**src/hdl/blt_pkg.sv**
```systemverilog
// ----------------------------------------------------------------------------
// blt_pkg
// Shared types and constants of the loss tomography cover unit.
// ----------------------------------------------------------------------------
package blt_pkg;

   localparam int LINKS_W = 64;
   localparam int HOPS_W  = 7;
   localparam int RATE_W  = 17;
   localparam int REQ_W   = 88;
   localparam int RSP_W   = 72;

   localparam logic [RATE_W-1:0] ONE_Q16           = 17'd65536;
   localparam logic [RATE_W-1:0] GOOD_THRESH_RESET = 17'd64225;

   // Commands from the controller to the datapath.
   typedef struct packed {
      logic load;
      logic thr_init;
      logic thr_step;
      logic cls_init;
      logic cls_latch;
      logic dup_init;
      logic dup_end;
      logic cov_init;
      logic score_init;
      logic max_init;
      logic max_step;
      logic choose;
      logic clr_init;
      logic rd_en;
      logic dup_mode;
      logic score_mode;
      logic clr_mode;
      logic out_load;
   } blt_cmd_type;

   // Status from the datapath to the controller.
   typedef struct packed {
      logic thr_done;
      logic rd_good;
      logic any_left;
      logic cand_nz;
   } blt_stat_type;

endpackage

```
**src/hdl/blt_controller.sv**
```systemverilog
// ----------------------------------------------------------------------------
// blt_controller
// Sequencer for loading, threshold, classification and greedy cover rounds.
// ----------------------------------------------------------------------------
module blt_controller #(
   parameter int MAX_PATHS = 256,
   parameter int NUM_LINKS = 64,
   parameter int AW = (MAX_PATHS > 1) ? $clog2(MAX_PATHS) : 1,
   parameter int CW = $clog2(MAX_PATHS + 1)
) (
   input  logic                  clock,
   input  logic                  reset,
   input  logic                  req_tvalid,
   output logic                  req_tready,
   input  logic                  req_tlast,
   output logic                  rsp_tvalid,
   input  logic                  rsp_tready,
   output blt_pkg::blt_cmd_type  cmd,
   input  blt_pkg::blt_stat_type stat,
   output logic [AW-1:0]         cur_idx,
   output logic [AW-1:0]         rd_addr,
   input  logic [CW-1:0]         path_count
);
   import blt_pkg::*;

   localparam int LW = $clog2(NUM_LINKS + 1);

   localparam logic [3:0] S_IDLE    = 4'd0;
   localparam logic [3:0] S_THR     = 4'd1;
   localparam logic [3:0] S_CLS_RD  = 4'd2;
   localparam logic [3:0] S_CLS_EV  = 4'd3;
   localparam logic [3:0] S_DUP     = 4'd4;
   localparam logic [3:0] S_DUP_END = 4'd5;
   localparam logic [3:0] S_COV     = 4'd6;
   localparam logic [3:0] S_CHECK   = 4'd7;
   localparam logic [3:0] S_SCORE   = 4'd8;
   localparam logic [3:0] S_MAX     = 4'd9;
   localparam logic [3:0] S_CHOOSE  = 4'd10;
   localparam logic [3:0] S_CLEAR   = 4'd11;
   localparam logic [3:0] S_DONE    = 4'd12;

   logic [3:0]    state_ff, state_in;
   logic [CW-1:0] i_ff, i_in, j_ff, j_in;
   logic [LW-1:0] l_ff, l_in;
   logic          rsp_vld_ff, rsp_vld_in;

   assign req_tready = (state_ff == S_IDLE);
   assign rsp_tvalid = rsp_vld_ff;
   assign cur_idx    = i_ff[AW-1:0];

   always_comb begin
      state_in   = state_ff;
      i_in       = i_ff;
      j_in       = j_ff;
      l_in       = l_ff;
      rsp_vld_in = (rsp_vld_ff && !rsp_tready);
      cmd        = '0;
      rd_addr    = j_ff[AW-1:0];

      unique case (state_ff)
         S_IDLE: begin
            if (req_tvalid) begin
               cmd.load = 1'b1;
               if (req_tlast) begin
                  cmd.thr_init = 1'b1;
                  state_in     = S_THR;
               end
            end
         end
         S_THR: begin
            if (!stat.thr_done) begin
               cmd.thr_step = 1'b1;
            end else begin
               cmd.cls_init = 1'b1;
               i_in         = '0;
               state_in     = S_CLS_RD;
            end
         end
         S_CLS_RD: begin
            rd_addr = i_ff[AW-1:0];
            if (i_ff == path_count) begin
               state_in = S_COV;
            end else begin
               cmd.rd_en = 1'b1;
               state_in  = S_CLS_EV;
            end
         end
         S_CLS_EV: begin
            cmd.cls_latch = 1'b1;
            if (stat.rd_good) begin
               i_in     = i_ff + CW'(1);
               state_in = S_CLS_RD;
            end else begin
               cmd.dup_init = 1'b1;
               j_in         = '0;
               state_in     = S_DUP;
            end
         end
         // Compare the held bad mask against every earlier first-of-its-mask path.
         S_DUP: begin
            cmd.dup_mode = 1'b1;
            if (j_ff != i_ff) begin
               cmd.rd_en = 1'b1;
               j_in      = j_ff + CW'(1);
            end else begin
               state_in = S_DUP_END;
            end
         end
         S_DUP_END: begin
            cmd.dup_end = 1'b1;
            i_in        = i_ff + CW'(1);
            state_in    = S_CLS_RD;
         end
         S_COV: begin
            cmd.cov_init = 1'b1;
            state_in     = S_CHECK;
         end
         S_CHECK: begin
            if (stat.any_left && stat.cand_nz) begin
               cmd.score_init = 1'b1;
               j_in           = '0;
               state_in       = S_SCORE;
            end else begin
               state_in = S_DONE;
            end
         end
         S_SCORE: begin
            cmd.score_mode = 1'b1;
            if (j_ff != path_count) begin
               cmd.rd_en = 1'b1;
               j_in      = j_ff + CW'(1);
            end else begin
               cmd.max_init = 1'b1;
               l_in         = '0;
               state_in     = S_MAX;
            end
         end
         S_MAX: begin
            if (l_ff != LW'(NUM_LINKS)) begin
               cmd.max_step = 1'b1;
               l_in         = l_ff + LW'(1);
            end else begin
               state_in = S_CHOOSE;
            end
         end
         S_CHOOSE: begin
            cmd.choose   = 1'b1;
            cmd.clr_init = 1'b1;
            j_in         = '0;
            state_in     = S_CLEAR;
         end
         S_CLEAR: begin
            cmd.clr_mode = 1'b1;
            if (j_ff != path_count) begin
               cmd.rd_en = 1'b1;
               j_in      = j_ff + CW'(1);
            end else begin
               state_in = S_CHECK;
            end
         end
         S_DONE: begin
            if (!rsp_vld_ff || rsp_tready) begin
               cmd.out_load = 1'b1;
               rsp_vld_in   = 1'b1;
               state_in     = S_IDLE;
            end
         end
         default: begin
            state_in = S_IDLE;
         end
      endcase
   end

   always_ff @(posedge clock) begin
      if (reset) begin
         state_ff   <= S_IDLE;
         rsp_vld_ff <= 1'b0;
         i_ff       <= '0;
         j_ff       <= '0;
         l_ff       <= '0;
      end else begin
         state_ff   <= state_in;
         rsp_vld_ff <= rsp_vld_in;
         i_ff       <= i_in;
         j_ff       <= j_in;
         l_ff       <= l_in;
      end
   end

endmodule

```
**config.mk**
```make
export PLATFORM = sky130hd
export DESIGN_NAME = blt_controller
export DESIGN_NICKNAME = d
export VERILOG_FILES = /design/src/hdl/blt_pkg.sv /design/src/hdl/blt_controller.sv
export SDC_FILE = /design/constraint.sdc
export NUM_CORES = 1
export LEC_CHECK = 0
export BUFFER_PORTS_ARGS = -buffer_cell sky130_fd_sc_hd__buf_4
export CORE_MARGIN = 2
export CORE_UTILIZATION = 40
export CTS_CLUSTER_SIZE = 24
export DETAILED_ROUTE_END_ITERATION = 8
export HOLD_SLACK_MARGIN = 0.05
export SYNTH_ARGS = -nofsm -noshare
export SYNTH_HDL_FRONTEND = slang
export SYNTH_SLANG_ARGS = --single-unit
```
**constraint.sdc**
```tcl
create_clock -name clock -period 2 [get_ports clock]
set_input_delay 0.2 -clock clock [delete_from_list [all_inputs] [get_ports clock]]
set_output_delay 0.2 -clock clock [all_outputs]
set_load 0.02 [all_outputs]
```
==> run_summary.xml, run 1 <==
<?xml version="1.0" encoding="UTF-8"?>
<metrics>
  <group name="worst_setup_path">
    <metric name="cp_cell_sequence" unit="">xor2_2 &gt; nor4_4 &gt; a31oi_4 &gt; buf_6 &gt; nor4_4 &gt; buf_4 &gt; a21oi_2 &gt; a211oi_2</metric>
    <metric name="worst-endpoint-required" unit="ns">2.19</metric>
    <metric name="worstSetupStartpointType" unit="">register</metric>
    <metric name="crit_fanout" unit="">4</metric>
    <metric name="crit_path_top_delay_cell" unit="">sky130_fd_sc_hd__nor4_4</metric>
    <metric name="critPathMaxStageDelay" unit="ns">0.39</metric>
    <metric name="crit_arrival" unit="ns">2.22</metric>
    <metric name="critical_path_type" unit="">register to register</metric>
    <metric name="critPathMostFrequentCell" unit="">sky130_fd_sc_hd__nor4_4</metric>
    <metric name="setup.reg_to_reg.worst_slack" unit="ns">-0.03</metric>
    <metric name="setup.worst_path.end_class" unit="">register</metric>
  </group>
  <group name="timing">
    <metric name="timing.final.crit_share" unit="%">101</metric>
    <metric name="worst_pin_slew" unit="ns">0.456</metric>
    <metric name="postLayoutSetupSlackWorst" unit="ns">-0.0298</metric>
    <metric name="rsz_0062_raised_after_global_routing" unit="">yes</metric>
    <metric name="slew-limit-headroom" unit="%">69.4</metric>
    <metric name="skew" unit="ns">0.00358</metric>
    <metric name="layout_min_cycle_time" unit="ns">2.03</metric>
    <metric name="report.final.hold_viol_count" unit="">0</metric>
    <metric name="final-setup-viol-count" unit="">2</metric>
    <metric name="timing.final.max_slew_violations" unit="">0</metric>
    <metric name="max_freq" unit="MHz">493</metric>
  </group>
  <group name="pwr">
    <metric name="static-leakage-power" unit="nW">1.48</metric>
    <metric name="power_dens_cells" unit="nW/µm²">798</metric>
    <metric name="worst_ir_drop_vdd" unit="mV">0.451</metric>
  </group>
  <group name="route">
    <metric name="drc_errors" unit="">0</metric>
    <metric name="wirelength" unit="µm">7020</metric>
    <metric name="initial_drc_count" unit="">133</metric>
    <metric name="drt-pass1-iter-count" unit="">5</metric>
    <metric name="vias" unit="">2370</metric>
    <metric name="routed_via_count_divided_by_cell_count" unit="">5.35</metric>
    <metric name="antenna_left" unit="">0</metric>
    <metric name="drt-wirelength-per-cell" unit="µm">15.9</metric>
  </group>
  <group name="global_route">
    <metric name="antenna_found_initial" unit="">0</metric>
    <metric name="congestion_overflow_gr" unit="">0</metric>
    <metric name="gr-usage-all-layers" unit="%">21.7</metric>
    <metric name="grt_first_pass_wirelength" unit="µm">10800</metric>
    <metric name="first_global_vias" unit="">2211</metric>
    <metric name="maximum_number_of_pins_on_one_net_before_global_route_repair" unit="">18</metric>
  </group>
  <group name="status">
    <metric name="violated_checks" unit="">setup timing</metric>
    <metric name="outcome" unit="">complete, but fails checks</metric>
  </group>
  <group name="cts">
    <metric name="h_tree_depth_reported_by_cts" unit="">2</metric>
    <metric name="cts_max_path_buffers" unit="">2</metric>
    <metric name="clk_latency" unit="ns">0.29</metric>
    <metric name="clock-root-buffer" unit="">sky130_fd_sc_hd__clkbuf_8</metric>
    <metric name="cts.hold.buffers_added" unit="">0</metric>
    <metric name="clock_sinks" unit="">30</metric>
    <metric name="clk_transition_reported_paths" unit="ns">0.07</metric>
    <metric name="cts_tree" unit="">yes</metric>
    <metric name="cts_buffers" unit="">5</metric>
  </group>
  <group name="yosys">
    <metric name="netlist_top_cells_area" unit="">sky130_fd_sc_hd__dfxtp_1 26%, sky130_fd_sc_hd__xor2_1 10%, sky130_fd_sc_hd__nor2_1 5.6%</metric>
    <metric name="postSynthAreaPerCell" unit="µm²">8.11</metric>
    <metric name="syn_inst_count" unit="">287</metric>
    <metric name="synthDistinctLibCells" unit="">55</metric>
    <metric name="ys_seq_elements" unit="">30</metric>
    <metric name="async_flop_share" unit="%">0</metric>
    <metric name="mappedNetlistNets" unit="">309</metric>
    <metric name="synthMostInstantiatedCell" unit="">sky130_fd_sc_hd__nor2_1</metric>
    <metric name="synth.top_cells.by_count" unit="">35 x sky130_fd_sc_hd__nor2_1, 30 x sky130_fd_sc_hd__dfxtp_1, 27 x sky130_fd_sc_hd__xor2_1</metric>
    <metric name="synth-warning-count" unit="">0</metric>
    <metric name="synth.largest_area_cell" unit="">sky130_fd_sc_hd__dfxtp_1</metric>
    <metric name="synth-seq-area-share" unit="%">25.8</metric>
    <metric name="synth_edf_count" unit="">0</metric>
    <metric name="post_synth_instance_area" unit="µm²">2330</metric>
    <metric name="netlist.area_leader.share" unit="%">25.8</metric>
    <metric name="synth_flop_cell" unit="">sky130_fd_sc_hd__dfxtp_1</metric>
  </group>
  <group name="final_layout">
    <metric name="final_net_count" unit="">392</metric>
    <metric name="regArea" unit="µm²">631</metric>
    <metric name="area_growth_from_synthesis_to_layout" unit="%">49.8</metric>
    <metric name="finish.instance_area" unit="µm²">3490</metric>
    <metric name="final.fill_count" unit="">491</metric>
    <metric name="antenna_cells_inserted" unit="">0</metric>
    <metric name="multi_input_comb_area" unit="µm²">1760</metric>
    <metric name="layout-drive-gt1-share" unit="%">45.8</metric>
  </group>
  <group name="die">
    <metric name="placementRows" unit="">27</metric>
    <metric name="floorplan.io_pins" unit="">54</metric>
    <metric name="fp.dieH" unit="µm">80.3</metric>
    <metric name="dieWidth" unit="µm">80.3</metric>
    <metric name="die_area" unit="µm²">6450</metric>
    <metric name="core" unit="µm²">5570</metric>
    <metric name="floorplan.initialDensity" unit="%">41.8</metric>
  </group>
  <group name="placed_design">
    <metric name="place_hpwl" unit="µm">4850</metric>
    <metric name="placement.io_buffers" unit="">53</metric>
    <metric name="gp_congestion" unit="">0.812</metric>
    <metric name="detailed_place.area" unit="µm²">2950</metric>
    <metric name="setup_slack_placement" unit="ns">-0.0977</metric>
  </group>
  <group name="min_path">
    <metric name="hold_class" unit="">input port to register</metric>
  </group>
  <group name="flow_run">
    <metric name="maxCapViolCount" unit="">0</metric>
  </group>
</metrics>
==> through the flow <==
stage / utilization [%] / cells / hold WS [ns] / power, mW / TNS, ns
detailed placement: 53.0 / 421 / 0.512 / 1.80 / -0.178
global route: 62.6 / 443 / 0.217 / 2.92 / -0.390
floorplan: - / 287 / 0.371 / 1.40 / -0.101
CTS: 58.7 / 440 / 0.225 / 2.58 / 0
finish: 62.6 / 443 / 0.210 / 2.78 / -0.0356
global placement: 53.0 / 421 / 0.507 / 1.79 / -0.142
==> registers in the layout (all words and copies together), names as in the netlist <==
signal,count
i_ff,9
j_ff,9
l_ff,7
rsp_tvalid,1
state_ff,4
==> where the power goes <==
part           total (mW)  leakage [nW]  switching (mW)  internal, mW
clock network       0.620        0.0524           0.247         0.373
logic                1.47          1.18           0.771         0.699
registers           0.694         0.249          0.0514         0.643
total                2.78          1.48            1.07          1.71
==> cell families after synthesis <==
kind of cell	count (synthesis)	share of synthesized area, %
AO/OA/AOI/OAI	48	14.0
AND/OR/NAND/NOR	120	29.7
XOR/XNOR	40	15.0
buffers and inverters	35	8.65
multiplexers	10	4.73
flip-flops	30	25.8
adder cells (fa/ha/maj)	4	2.15
==> worst paths after layout <==
path	cells after the start	startpoint	to
hold / removal	2	reset	j_ff[5]
setup reg to reg	8	j_ff[3]	state_ff[1]
setup / recovery	8	j_ff[3]	state_ff[1]
hold reg to reg	2	l_ff[6]	l_ff[6]
==> critical path: cells and delay by family, from the launching register on <==
kind / cells / cell delay (ns)
xor gates and xnor gates: 1 / 0.16
AOI/OAI and AO/OA: 3 / 0.44
DFF: 1 / 0.37
and+or+nand+nor: 2 / 0.61
buffers and inverters: 2 / 0.33
==> placed cells by master (no fill, tap or decap), drive strengths merged, types with 7 or more instances in the layout <==
| master | Yosys | routed |
|---|---|---|
| buf | 25 | 105 |
| dfxtp | 30 | 30 |
| clkbuf | 4 | 7 |
| nand2 | 15 | 15 |
| nand4 | 8 | 8 |
| xor2 | 27 | 27 |
| nor3 | 10 | 10 |
| nand3 | 8 | 8 |
| xnor2 | 13 | 13 |
| nor4 | 7 | 7 |
| o21ai | 12 | 12 |
| mux2 | 8 | 8 |
| a21oi | 11 | 11 |
| nand2b | 7 | 7 |
| nor2 | 35 | 35 |
==> cell type report <==
cell class                 instances  share of cell area (%)
sequential                        30                    18.1
inverter                           6                   0.646
clock inverter                     1                   0.861
timing repair buffer             105                    25.2
tap                               72                    2.58
multi-input combinational        222                    50.5
clock buffer                       7                    2.19
==> per-layer routing <==
| metal | routed length [µm] | vias up | part of all wire, % | track usage [%] |
|---|---|---|---|---|
| met4 | 104 | 0 | 1.5 | 6.95 |
| met1 | 3050 | 1124 | 43 | 27.2 |
| met3 | 384 | 11 | 5.5 | 4.72 |
| li1 | - | 1158 | - | - |
| met5 | 0 | - | 0 | 0 |
| met2 | 3490 | 77 | 50 | 36.8 |
==> what timing repair did <==
action,in CTS,in global routing
resized for setup,35,46
pin swaps,9,15
buffers inserted,10,3
setup endpoints to repair,12,31
cloned,1,0
Note: power is estimated with default switching activity, not from simulation.
==> inputs of run 2 (changes only) <==
--- a/config.mk
+++ b/config.mk
@@ -10,7 +10,6 @@
 export CORE_UTILIZATION = 40
 export CTS_CLUSTER_SIZE = 24
 export DETAILED_ROUTE_END_ITERATION = 8
-export HOLD_SLACK_MARGIN = 0.05
 export SYNTH_ARGS = -nofsm -noshare
 export SYNTH_HDL_FRONTEND = slang
 export SYNTH_SLANG_ARGS = --single-unit
==> constraint.sdc (replaced) <==
create_clock -name clock -period 2 [get_ports clock]
set_input_delay 0.2 -clock clock [delete_from_list [all_inputs] [get_ports clock]]
set_output_delay 0.2 -clock clock [all_outputs]
set_load 0.01 [all_outputs]
==> run_summary.xml, run 2 (same netlist as run 1, synthesis figures left out) <==
<?xml version="1.0" encoding="UTF-8"?>
<metrics>
  <group name="route">
    <metric name="vias" unit="">2348</metric>
    <metric name="initial_drc_count" unit="">149</metric>
    <metric name="wirelength" unit="µm">6710</metric>
    <metric name="antenna_left" unit="">0</metric>
    <metric name="drc_errors" unit="">0</metric>
    <metric name="routed_via_count_divided_by_cell_count" unit="">5.31</metric>
    <metric name="drt-pass1-iter-count" unit="">4</metric>
    <metric name="drt-wirelength-per-cell" unit="µm">15.2</metric>
  </group>
  <group name="worst_setup_path">
    <metric name="crit_arrival" unit="ns">1.77</metric>
    <metric name="crit_fanout" unit="">5</metric>
    <metric name="setup.worst_path.end_class" unit="">output pin</metric>
    <metric name="worstSetupStartpointType" unit="">register</metric>
    <metric name="worst-endpoint-required" unit="ns">1.80</metric>
    <metric name="critical_path_type" unit="">register to output pin</metric>
  </group>
  <group name="global_route">
    <metric name="congestion_overflow_gr" unit="">0</metric>
    <metric name="gr-usage-all-layers" unit="%">20.7</metric>
    <metric name="grt_first_pass_wirelength" unit="µm">10400</metric>
    <metric name="gr_met1_demand_resource" unit="%">25.6</metric>
    <metric name="maximum_number_of_pins_on_one_net_before_global_route_repair" unit="">16</metric>
    <metric name="met3_global_route_usage" unit="%">5.06</metric>
    <metric name="grt_util_met2" unit="%">35.1</metric>
    <metric name="antenna_found_initial" unit="">0</metric>
    <metric name="first_global_vias" unit="">2161</metric>
    <metric name="grt_peak_use_layer" unit="">met2</metric>
  </group>
  <group name="cts">
    <metric name="cts_tree" unit="">yes</metric>
    <metric name="clk_latency" unit="ns">0.28</metric>
    <metric name="cts_buffers" unit="">5</metric>
    <metric name="h_tree_depth_reported_by_cts" unit="">2</metric>
    <metric name="cts.hold.buffers_added" unit="">0</metric>
    <metric name="clk_transition_reported_paths" unit="ns">0.06</metric>
    <metric name="cts_max_path_buffers" unit="">2</metric>
    <metric name="clock_sinks" unit="">30</metric>
    <metric name="clock-root-buffer" unit="">sky130_fd_sc_hd__clkbuf_8</metric>
  </group>
  <group name="placed_design">
    <metric name="setup_slack_placement" unit="ns">0.0299</metric>
    <metric name="place_hpwl" unit="µm">4820</metric>
    <metric name="detailed_place.area" unit="µm²">2940</metric>
    <metric name="place.detailed.instances" unit="">423</metric>
    <metric name="placement.io_buffers" unit="">53</metric>
    <metric name="gp_congestion" unit="">0.839</metric>
  </group>
  <group name="timing">
    <metric name="max_freq" unit="MHz">507</metric>
    <metric name="timing.final.max_slew_violations" unit="">0</metric>
    <metric name="report.final.hold_viol_count" unit="">0</metric>
    <metric name="worst_pin_slew" unit="ns">0.481</metric>
    <metric name="rsz_0062_raised_after_global_routing" unit="">yes</metric>
    <metric name="final-setup-viol-count" unit="">0</metric>
    <metric name="slew-limit-headroom" unit="%">67.5</metric>
    <metric name="postLayoutSetupSlackWorst" unit="ns">0.0280</metric>
    <metric name="layout_min_cycle_time" unit="ns">1.97</metric>
    <metric name="sum_neg_setup_slack" unit="ns">0</metric>
    <metric name="timing.final.crit_share" unit="%">98.6</metric>
    <metric name="fin_hold_ws" unit="ns">0.208</metric>
    <metric name="skew" unit="ns">0.00397</metric>
  </group>
  <group name="pwr">
    <metric name="worst_ir_drop_vdd" unit="mV">0.415</metric>
    <metric name="power_dens_cells" unit="nW/µm²">733</metric>
    <metric name="static-leakage-power" unit="nW">1.44</metric>
  </group>
  <group name="final_layout">
    <metric name="final_cell_count_no_fill" unit="">442</metric>
    <metric name="layout.cells.most_common" unit="">sky130_fd_sc_hd__buf_4</metric>
    <metric name="most-common-layout-cells" unit="">98 x sky130_fd_sc_hd__buf_4, 34 x sky130_fd_sc_hd__nor2_1, 27 x sky130_fd_sc_hd__xor2_1</metric>
    <metric name="area_growth_from_synthesis_to_layout" unit="%">41.5</metric>
    <metric name="layout-drive-gt1-share" unit="%">41.4</metric>
    <metric name="finish.instance_area" unit="µm²">3300</metric>
    <metric name="largestRegisters" unit="">i_ff: 9 flops, j_ff: 9 flops, l_ff: 7 flops</metric>
    <metric name="final_net_count" unit="">392</metric>
    <metric name="antenna_cells_inserted" unit="">0</metric>
  </group>
  <group name="die">
    <metric name="placementRows" unit="">27</metric>
    <metric name="floorplan.io_pins" unit="">54</metric>
    <metric name="dieWidth" unit="µm">80.3</metric>
    <metric name="die_area" unit="µm²">6450</metric>
    <metric name="core" unit="µm²">5570</metric>
    <metric name="floorplan.initialDensity" unit="%">41.8</metric>
    <metric name="fp.dieH" unit="µm">80.3</metric>
  </group>
  <group name="flow_run">
    <metric name="maxCapViolCount" unit="">0</metric>
  </group>
  <group name="status">
    <metric name="outcome" unit="">completed</metric>
  </group>
  <group name="min_path">
    <metric name="hold_class" unit="">input port to register</metric>
  </group>
</metrics>
==> run 2: changes by cell type in the layout (fill, tap and decap cells not counted), sizes merged <==
cell	change
o21ai	+1
buf	-1
bufinv	-1
==> run 2: final timing paths <==
check,startpoint,endpoint,slack [ns],cells after the start
worst max register to register,j_ff[7],state_ff[1],0.05,6
worst min register to register,rsp_tvalid,rsp_tvalid,0.52,2
worst max-delay path,j_ff[7],cmd[8],0.03,5
worst min-delay path,reset,j_ff[2],0.21,2
==> run 2: where the power goes <==
group | leakage, nW | total [mW] | internal, mW | switching (mW)
Sequential | 0.246 | 0.693 | 0.640 | 0.0532
Combinational | 1.16 | 1.26 | 0.610 | 0.654
Clock | 0.0383 | 0.458 | 0.239 | 0.219
==> run 2: final cells by class <==
type                    instances  area (µm²)
clock buffers                   7        76.3
multi-input cells             223        1690
flip-flops and latches         30         617
fillers                       535        2280
well taps                      72        90.1
repair buffers                104         803
inverters                       6        22.5
==> run 2: per-layer routing <==
| metal | wire, µm | vias to the layer above |
|---|---|---|
| li1 | - | 1170 |
| met4 | 119 | 0 |
| met5 | 0 | - |
| met2 | 3260 | 69 |
| met3 | 327 | 10 |
| met1 | 3000 | 1099 |
==> run 2: critical path, cell delays in order, from the launching register on <==
cell and delay (ns):
sky130_fd_sc_hd__dfxtp_4 0.36, sky130_fd_sc_hd__xor2_1 0.18, sky130_fd_sc_hd__nor4_4 0.38, sky130_fd_sc_hd__nand3_2 0.17
sky130_fd_sc_hd__nor4_4 0.22, sky130_fd_sc_hd__buf_4 0.17
==> run 2: metrics by stage <==
stage          util (%)  total power, mW
4_1_cts            56.2             2.28
3_5_place_dp       52.7             1.72
2_1_floorplan         -             1.33
5_1_grt            59.1             2.58
6_report           59.1             2.41
3_3_place_gp       52.7             1.72
==> run 2: what timing repair did <==
action | 4_1_cts | 5_1_grt
buffers inserted | 4 | 7
gates resized for setup | 20 | 31
endpoints found under the setup margin | 10 | 23
pin swaps | 5 | 10
cloned | 1 | 1
==> inputs of run 3 (changes only) <==
--- a/config.mk
+++ b/config.mk
@@ -7,9 +7,10 @@
 export LEC_CHECK = 0
 export BUFFER_PORTS_ARGS = -buffer_cell sky130_fd_sc_hd__buf_4
 export CORE_MARGIN = 2
-export CORE_UTILIZATION = 40
+export CORE_UTILIZATION = 48
 export CTS_CLUSTER_SIZE = 24
 export DETAILED_ROUTE_END_ITERATION = 8
+export PLACE_DENSITY = 0.72
 export SYNTH_ARGS = -nofsm -noshare
 export SYNTH_HDL_FRONTEND = slang
 export SYNTH_SLANG_ARGS = --single-unit
==> constraint.sdc (replaced) <==
create_clock -name clock -period 2.23 [get_ports clock]
set_input_delay 0.223 -clock clock [delete_from_list [all_inputs] [get_ports clock]]
set_output_delay 0.223 -clock clock [all_outputs]
set_load 0.01 [all_outputs]
==> run_summary.xml, run 3 (same netlist as run 1, synthesis figures left out) <==
<?xml version="1.0" encoding="UTF-8"?>
<metrics>
  <group name="worst_setup_path">
    <metric name="crit_path_top_delay_cell" unit="">sky130_fd_sc_hd__dfxtp_2</metric>
    <metric name="crit_path_start" unit="">state_ff[2]</metric>
    <metric name="setup.worst_path.end_class" unit="">output pin</metric>
    <metric name="critPathMaxStageDelay" unit="ns">0.38</metric>
    <metric name="worst-endpoint-required" unit="ns">2.01</metric>
    <metric name="cp_cell_sequence" unit="">buf_4 &gt; nand2b_2 &gt; nor3_2 &gt; buf_6 &gt; mux2_2 &gt; buf_4</metric>
    <metric name="critical_path_type" unit="">register to output pin</metric>
    <metric name="critPathMostFrequentCell" unit="">sky130_fd_sc_hd__buf_4</metric>
    <metric name="r2r_start" unit="">state_ff[0]</metric>
    <metric name="crit_fanout" unit="">14</metric>
    <metric name="worstSetupStartpointType" unit="">register</metric>
    <metric name="crit_arrival" unit="ns">1.92</metric>
  </group>
  <group name="timing">
    <metric name="skew" unit="ns">0.00674</metric>
    <metric name="timing.final.max_slew_violations" unit="">0</metric>
    <metric name="worst_pin_slew" unit="ns">0.490</metric>
    <metric name="final-setup-viol-count" unit="">0</metric>
    <metric name="postLayoutSetupSlackWorst" unit="ns">0.0891</metric>
    <metric name="slew-limit-headroom" unit="%">66.9</metric>
    <metric name="layout_min_cycle_time" unit="ns">2.14</metric>
    <metric name="timing.final.crit_share" unit="%">96.0</metric>
    <metric name="max_freq" unit="MHz">467</metric>
    <metric name="report.final.hold_viol_count" unit="">0</metric>
    <metric name="fin_hold_ws" unit="ns">0.211</metric>
  </group>
  <group name="placed_design">
    <metric name="gp_congestion" unit="">0.911</metric>
    <metric name="placement.io_buffers" unit="">53</metric>
    <metric name="setup_slack_placement" unit="ns">0.179</metric>
    <metric name="place_hpwl" unit="µm">4470</metric>
  </group>
  <group name="cts">
    <metric name="h_tree_depth_reported_by_cts" unit="">2</metric>
    <metric name="clk_latency" unit="ns">0.29</metric>
    <metric name="cts_buffers" unit="">5</metric>
    <metric name="clock-root-buffer" unit="">sky130_fd_sc_hd__clkbuf_8</metric>
    <metric name="clock_sinks" unit="">30</metric>
    <metric name="cts_max_path_buffers" unit="">2</metric>
    <metric name="clk_transition_reported_paths" unit="ns">0.07</metric>
    <metric name="cts_tree" unit="">yes</metric>
  </group>
  <group name="global_route">
    <metric name="grt_first_pass_wirelength" unit="µm">9630</metric>
    <metric name="maximum_number_of_pins_on_one_net_before_global_route_repair" unit="">17</metric>
    <metric name="first_global_vias" unit="">2024</metric>
    <metric name="gr-usage-all-layers" unit="%">23.0</metric>
    <metric name="congestion_overflow_gr" unit="">0</metric>
    <metric name="antenna_found_initial" unit="">0</metric>
  </group>
  <group name="final_layout">
    <metric name="most-common-layout-cells" unit="">73 x sky130_fd_sc_hd__buf_4, 34 x sky130_fd_sc_hd__nor2_1, 27 x sky130_fd_sc_hd__xor2_1</metric>
    <metric name="area_growth_from_synthesis_to_layout" unit="%">24.8</metric>
    <metric name="final_net_count" unit="">362</metric>
    <metric name="layout-drive-gt1-share" unit="%">33.1</metric>
    <metric name="layout.cells.most_common" unit="">sky130_fd_sc_hd__buf_4</metric>
    <metric name="finish.utilization" unit="%">61.9</metric>
    <metric name="antenna_cells_inserted" unit="">0</metric>
    <metric name="largestRegisters" unit="">i_ff: 9 flops, j_ff: 9 flops, l_ff: 7 flops</metric>
  </group>
  <group name="pwr">
    <metric name="static-leakage-power" unit="nW">1.27</metric>
    <metric name="worst_ir_drop_vdd" unit="mV">0.294</metric>
    <metric name="power_dens_cells" unit="nW/µm²">668</metric>
  </group>
  <group name="route">
    <metric name="wirelength" unit="µm">5950</metric>
    <metric name="drc_errors" unit="">0</metric>
    <metric name="drt-pass1-iter-count" unit="">4</metric>
    <metric name="routed_via_count_divided_by_cell_count" unit="">5.59</metric>
    <metric name="initial_drc_count" unit="">169</metric>
    <metric name="drt-wirelength-per-cell" unit="µm">15.1</metric>
    <metric name="vias" unit="">2207</metric>
    <metric name="antenna_left" unit="">0</metric>
  </group>
  <group name="die">
    <metric name="fp.dieH" unit="µm">73.7</metric>
    <metric name="floorplan.initialDensity" unit="%">49.6</metric>
    <metric name="dieWidth" unit="µm">73.7</metric>
    <metric name="placementRows" unit="">25</metric>
    <metric name="core" unit="µm²">4690</metric>
    <metric name="die_area" unit="µm²">5420</metric>
    <metric name="floorplan.io_pins" unit="">54</metric>
  </group>
  <group name="min_path">
    <metric name="hold_class" unit="">input port to register</metric>
    <metric name="launch_point_of_the_worst_hold_path" unit="">reset</metric>
  </group>
  <group name="flow_run">
    <metric name="maxCapViolCount" unit="">0</metric>
  </group>
  <group name="status">
    <metric name="outcome" unit="">completed</metric>
  </group>
</metrics>
## run 3: cell count changes in the layout (fill, tap and decap cells not counted), moves of 3 or more
cell	previous run	this run
sky130_fd_sc_hd__buf_4	98	73
sky130_fd_sc_hd__buf_6	6	2
sky130_fd_sc_hd__o311ai_1	3	0
sky130_fd_sc_hd__o311ai_0	0	3
sky130_fd_sc_hd__mux2_2	2	8
sky130_fd_sc_hd__mux2_4	6	0
sky130_fd_sc_hd__dfxtp_4	3	0
## run 3: metrics by stage
stage / cells / area, µm² / TNS (ns) / total power, mW
2_1_floorplan: 287 / 2330 / 0 / 1.19
5_1_grt: 395 / 2910 / -0.0444 / 2.06
3_5_place_dp: 386 / 2770 / 0 / 1.47
6_report: 395 / 2910 / 0 / 1.94
4_1_cts: 394 / 2870 / 0 / 1.94
3_3_place_gp: 386 / 2770 / 0 / 1.46
## run 3: routing by layer
| metal | vias up | wire length [µm] | global-route usage (%) |
|---|---|---|---|
| met3 | 14 | 388 | 5.21 |
| met1 | 996 | 2630 | 30.1 |
| met4 | 0 | 115 | 10.1 |
| li1 | 1104 | - | - |
| met5 | - | 0 | 0 |
| met2 | 93 | 2810 | 36.1 |
## run 3: area by class of cell
cell class / count / area [µm²]
Sequential cell: 30 / 607
Inverter: 6 / 22.5
Clock inverter: 1 / 5.00
Timing Repair Buffer: 75 / 571
Clock buffer: 7 / 86.3
Fill cell: 418 / 1790
Multi-Input combinational cell: 222 / 1550
Tap cell: 54 / 67.6
## run 3: worst paths after layout
kind | endpoint | slack [ns] | depth (start not counted)
setup reg to reg | state_ff[3] | 0.21 | 6
hold / removal | j_ff[6] | 0.21 | 2
hold reg to reg | rsp_tvalid | 0.52 | 2
setup / recovery | rd_addr[2] | 0.09 | 6
## run 3: worst max-delay path, delay by kind of cell (launching register included)
| family | cells | cell delay [ns] |
|---|---|---|
| DFF | 1 | 0.38 |
| buffers and inverters | 3 | 0.52 |
| and+or+nand+nor | 2 | 0.37 |
| muxes | 1 | 0.36 |
## run 3: what timing repair did
action,CTS,global route
buffers inserted,0,1
resized for setup,3,9
pin swaps,1,2
setup endpoints to repair,9,12
hold buffers,0,0
## run 3: report_power, final
| part | internal [mW] | switching (mW) |
|---|---|---|
| Combinational | 0.381 | 0.465 |
| Sequential | 0.570 | 0.0613 |
| Clock | 0.249 | 0.215 |
| Total | 1.20 | 0.742 |
